==> config.mk <==
export PLATFORM = sky130hd
export DESIGN_NAME = rhgc_ram
export DESIGN_NICKNAME = d
export VERILOG_FILES = /design/src/rtl/rhgc_ram.sv
export SDC_FILE = /design/constraint.sdc
export NUM_CORES = 1
export LEC_CHECK = 0
export ABC_AREA = 1
export BUFFER_PORTS_ARGS = -buffer_cell sky130_fd_sc_hd__buf_4
export CAP_MARGIN = 25
export CORE_UTILIZATION = 55
export CTS_CLUSTER_SIZE = 14
export DETAILED_ROUTE_END_ITERATION = 7
export PLACE_DENSITY = 0.75
export REMOVE_ABC_BUFFERS = 1
export SETUP_SLACK_MARGIN = 0.05
export SYNTH_ARGS = -nofsm -noshare
export SYNTH_HDL_FRONTEND = slang
export SYNTH_SLANG_ARGS = --single-unit
==> constraint.sdc <==
create_clock -name clk_i -period 1 [get_ports clk_i]
set_input_delay 0.1 -clock clk_i [delete_from_list [all_inputs] [get_ports clk_i]]
set_output_delay 0.1 -clock clk_i [all_outputs]
set_load 0.005 [all_outputs]
==> src/rtl/rhgc_ram.sv <==
`timescale 1ns / 1ps
// Generic simple dual-port RAM: one write port, one read port, registered read.
// No dependencies.
module rhgc_ram #(
  parameter int unsigned Width = 8,
  parameter int unsigned Depth = 16
) (
  input  logic                     clk_i,
  input  logic                     wr_en_i,
  input  logic [$clog2(Depth)-1:0] wr_addr_i,
  input  logic [Width-1:0]         wr_data_i,
  input  logic                     rd_en_i,
  input  logic [$clog2(Depth)-1:0] rd_addr_i,
  output logic [Width-1:0]         rd_data_o
);

  logic [Width-1:0] mem_q [Depth];
  logic [Width-1:0] rd_data_q;

  // Write port
  always_ff @(posedge clk_i) begin
    if (wr_en_i) begin
      mem_q[wr_addr_i] <= wr_data_i;
    end
  end

  // Registered read port
  always_ff @(posedge clk_i) begin
    if (rd_en_i) begin
      rd_data_q <= mem_q[rd_addr_i];
    end
  end

  assign rd_data_o = rd_data_q;

endmodule

==> impl_metrics.csv <==
group,metric,value,unit
sta,final.hold.worst_slack,106.7,ps
power_and_ir_drop,p_seq_share,47.8,%
clock_network,insertion_delay,530,ps
power_and_ir_drop,p_total,13.54,mW
synthesis,syn_inst,551,
global_routing,grt_antenna_before_repair,0,
layout,ant_diodes,0,
global_routing,first_pass_grt_wire_length,20.96,mm
run_status,outcome,"finished with violations",
synthesis,yosys.area_share.simple,20.76,%
setup_path,cpMaxStageDelayCell,"sky130_fd_sc_hd__edfxtp_1",
sta,timing_max_transition_violations_final,0,
synthesis,yosysTopAreaCellShare,69.85,%
synthesis,yosysSeqAreaShare,69.85,%
synthesis,yosys_register_bits,136,
setup_path,crit_path_buffers_inverters,1,
drt,drt_wl_total,13.65,mm
min_path,holdCritPathClass,"primary input to flop",
power_and_ir_drop,power.switching_fraction,21.84,%
synthesis,synth_most_common_cell,"sky130_fd_sc_hd__nand2_1",
synthesis,synthesis.area,5847,um^2
power_and_ir_drop,max-vdd-ir-drop,0.0008505,V
synthesis,synthesized_area_fraction_occupied_by_ao_oa_aoi_and_oai_cells,0,%
power_and_ir_drop,leakagePower,3.180,nW
synthesis,count_of_flip_flops_with_a_built_in_enable_after_synthesis,136,
setup_path,critical_setup_path_class,"flop to primary output",
floorplan,die_h,105.1,um
layout,num-fill-cells,634,
clock_network,cts-buffers-inserted,17,
floorplan,floorplan.die.width,105.1,um
sta,totalNegativeSetupSlack,-1806,ps
layout,layout-area-overhead-vs-synth,26.58,%
setup_path,data_required_critical_path,900,ps
synthesis,cell_taking_the_most_area_after_synthesis,"sky130_fd_sc_hd__edfxtp_1",
place,weighted_congestion_at_the_end_of_routability_driven_global_placement,0.8248,
run_status,failed_checks,"negative setup slack",
setup_path,cpPeakStageDelay,430,ps
place,place_hpwl,7.816,mm
setup_path,critPathLaunchType,"flop",
sta,final_critical_path_setup_slack,-203.2,ps
clock_network,cts.root.buffer_cell,"sky130_fd_sc_hd__clkbuf_8",
setup_path,worst-endpoint-arrival,1100,ps
sta,max_slew.worst_pin.slew,435.4,ps
layout,seqCellArea,4084,um^2
drt,detailed_routing_iterations_pass_1,5,
synthesis,synth_top_family_by_area,"simple AND/OR/NAND/NOR gates",
clock_network,cts-root-to-sink-buffers,2,
floorplan,design.core.area,10320,um^2
drt,wire_per_inst,17.96,um
synthesis,synth_top_flop_cell,"sky130_fd_sc_hd__edfxtp_1",
setup_path,worstPathCellList,"buf_6",
synthesis,synth_area_per_cell,10.61,um^2
place,place.port_buffers,26,
synthesis,synth.top_cells.by_count,"sky130_fd_sc_hd__nand2_1, sky130_fd_sc_hd__edfxtp_1, sky130_fd_sc_hd__inv_1, sky130_fd_sc_hd__nand3_1, sky130_fd_sc_hd__nor2_1",
drt,initialDrtViolationCount,312,
clock_network,numClockSinks,136,
sta,max_clk_rate,831.1,MHz
layout,nets,630,
global_routing,first_global_vias,4094,
drt,route.vias.total,4128,
place,pre_cts_ws,-280.2,ps
sta,finClkSkew,6.153,ps
power_and_ir_drop,netSwitchingPower,2.957,mW
floorplan,initial_core_util,56.64,%
synthesis,synthMuxAreaShare,0,%
power_and_ir_drop,p_per_area,1829,nW/um^2
clock_network,cts_tree,"built",
layout,multi_input_area,1541,um^2
sta,setup_viol_count_final,16,
job,max_cap_violations,0,
synthesis,yosys.area_share.adder,0,%
sta,hold_viol,0,
sta,period_utilisation_layout,120.3,%
sta,slew_headroom,70.94,%
layout,post-route-util,71.69,%
setup_path,critical_path.max_fanout,1,
power_and_ir_drop,pwr-share-comb,7.7,%
floorplan,floorplan.die_area,11050,um^2
drt,drc,0,
floorplan,floorplan.rows,37,
sta,setup_repair_after_global_routing_missed_its_margin,"yes",
synthesis,async_reset_ff_share,0,%
drt,final_antenna_net_count,0,
synthesis,netlist-cell-type-count,11,
synthesis,synthXorXnorAreaFrac,0,%
setup_path,critical_path.top_delay_family,"flip-flops",
clock_network,htreeDepth,4,
synthesis,ys_top_cells_by_area,"sky130_fd_sc_hd__edfxtp_1, sky130_fd_sc_hd__nand2_1, sky130_fd_sc_hd__nand3_1, sky130_fd_sc_hd__inv_1, sky130_fd_sc_hd__buf_6",
sta,final_critical_path_time_including_i_o_delays_and_setup,1203,ps
power_and_ir_drop,clock_power_share,44.6,%
global_routing,global_route.overflow_total,0,
floorplan,floorplan.io_pins,27,
setup_path,end_kind,"primary output",
global_routing,grt_start_max_net_pins,37,
synthesis,yosysWarningCount,0,
clock_network,cts.clk_slew.worst_paths,60,ps
drt,viasPerCell,5.432,
layout,drive_above_1_share,26.12,%
global_routing,gr-usage-all-layers,26.51,%
power_and_ir_drop,cellInternalPower,10.58,mW
## logic make-up after synthesis
group,count (synthesis)
buffers and inverters,126
DFF,136
and+or+nand+nor,289
## per-layer routing
| metal | routed length (um) | GRT usage (%) |
|---|---|---|
| met5 | 0 | 0 |
| met3 | 1201 | 5.864 |
| met2 | 6976 | 44.13 |
| met1 | 5070 | 32.54 |
| met4 | 405 | 13.88 |
## power by group through the flow
stage | combinational [mW] | sequential [mW] | clock (mW)
after floorplan | 0.345 | 6.57 | 0
after global placement | 0.847 | 6.57 | 0
after detailed placement | 0.864 | 6.58 | 0
after CTS | 0.957 | 6.46 | 6.03
after global routing | 1.11 | 6.47 | 6.28
final | 1.04 | 6.46 | 6.04
## state kept, by name, summed over array words and instances (netlist names)
name,count
mem_q,128
rd_data_o,8
## final timing paths
kind	depth (start not counted)	slack (ps)	startpoint	to
max	1	-200	rd_data_o[4]	rd_data_o[4]
max reg2reg	6	-110	mem_q[6][7]	rd_data_o[7]
min reg2reg	6	770	mem_q[6][2]	rd_data_o[2]
min	4	110	rd_addr_i[3]	rd_data_o[4]
## cells in the final DEF, fill, tap and decap left out, types with 2 or more instances in the layout
| master | Yosys | final |
|---|---|---|
| sky130_fd_sc_hd__nand2_1 | 173 | 162 |
| sky130_fd_sc_hd__edfxtp_1 | 136 | 136 |
| sky130_fd_sc_hd__inv_1 | 100 | 95 |
| sky130_fd_sc_hd__nand3_2 | 0 | 60 |
| sky130_fd_sc_hd__buf_4 | 4 | 43 |
| sky130_fd_sc_hd__nand3_1 | 97 | 37 |
| sky130_fd_sc_hd__nor2_1 | 17 | 17 |
| sky130_fd_sc_hd__clkbuf_16 | 0 | 16 |
| sky130_fd_sc_hd__nand2_2 | 0 | 11 |
| sky130_fd_sc_hd__buf_12 | 0 | 10 |
| sky130_fd_sc_hd__dlygate4sd3_1 | 0 | 9 |
| sky130_fd_sc_hd__inv_2 | 2 | 7 |
| sky130_fd_sc_hd__clkinvlp_4 | 0 | 6 |
| sky130_fd_sc_hd__bufinv_16 | 0 | 3 |
| sky130_fd_sc_hd__clkinv_2 | 0 | 3 |
| sky130_fd_sc_hd__buf_6 | 6 | 3 |
| sky130_fd_sc_hd__nand3b_1 | 2 | 2 |
| sky130_fd_sc_hd__clkinv_1 | 0 | 2 |
## timing repair
action,CTS,global route
hold buffers,9,0
setup buffers,0,0
pin swaps,41,30
endpoints found under the hold margin,136,0
setup endpoints to repair,16,16
resized for setup,32,47
## metrics by stage
| step | instances | area, um^2 |
|---|---|---|
| 2_1_floorplan | 527 | 5680 |
| 3_3_place_gp | 719 | 6396 |
| 3_5_place_dp | 719 | 6396 |
| 4_1_cts | 760 | 7216 |
| 5_1_grt | 760 | 7401 |
| 6_report | 760 | 7401 |
## final cells by class
class,instances,share of cell area (%)
Clock buffer,18,5.647
Clock inverter,14,2.130
Inverter,102,5.173
Multi-Input combinational cell,289,20.83
Sequential cell,136,55.18
Tap cell,136,2.299
Timing Repair Buffer,65,8.740
Power figures use the tool's default switching activity.
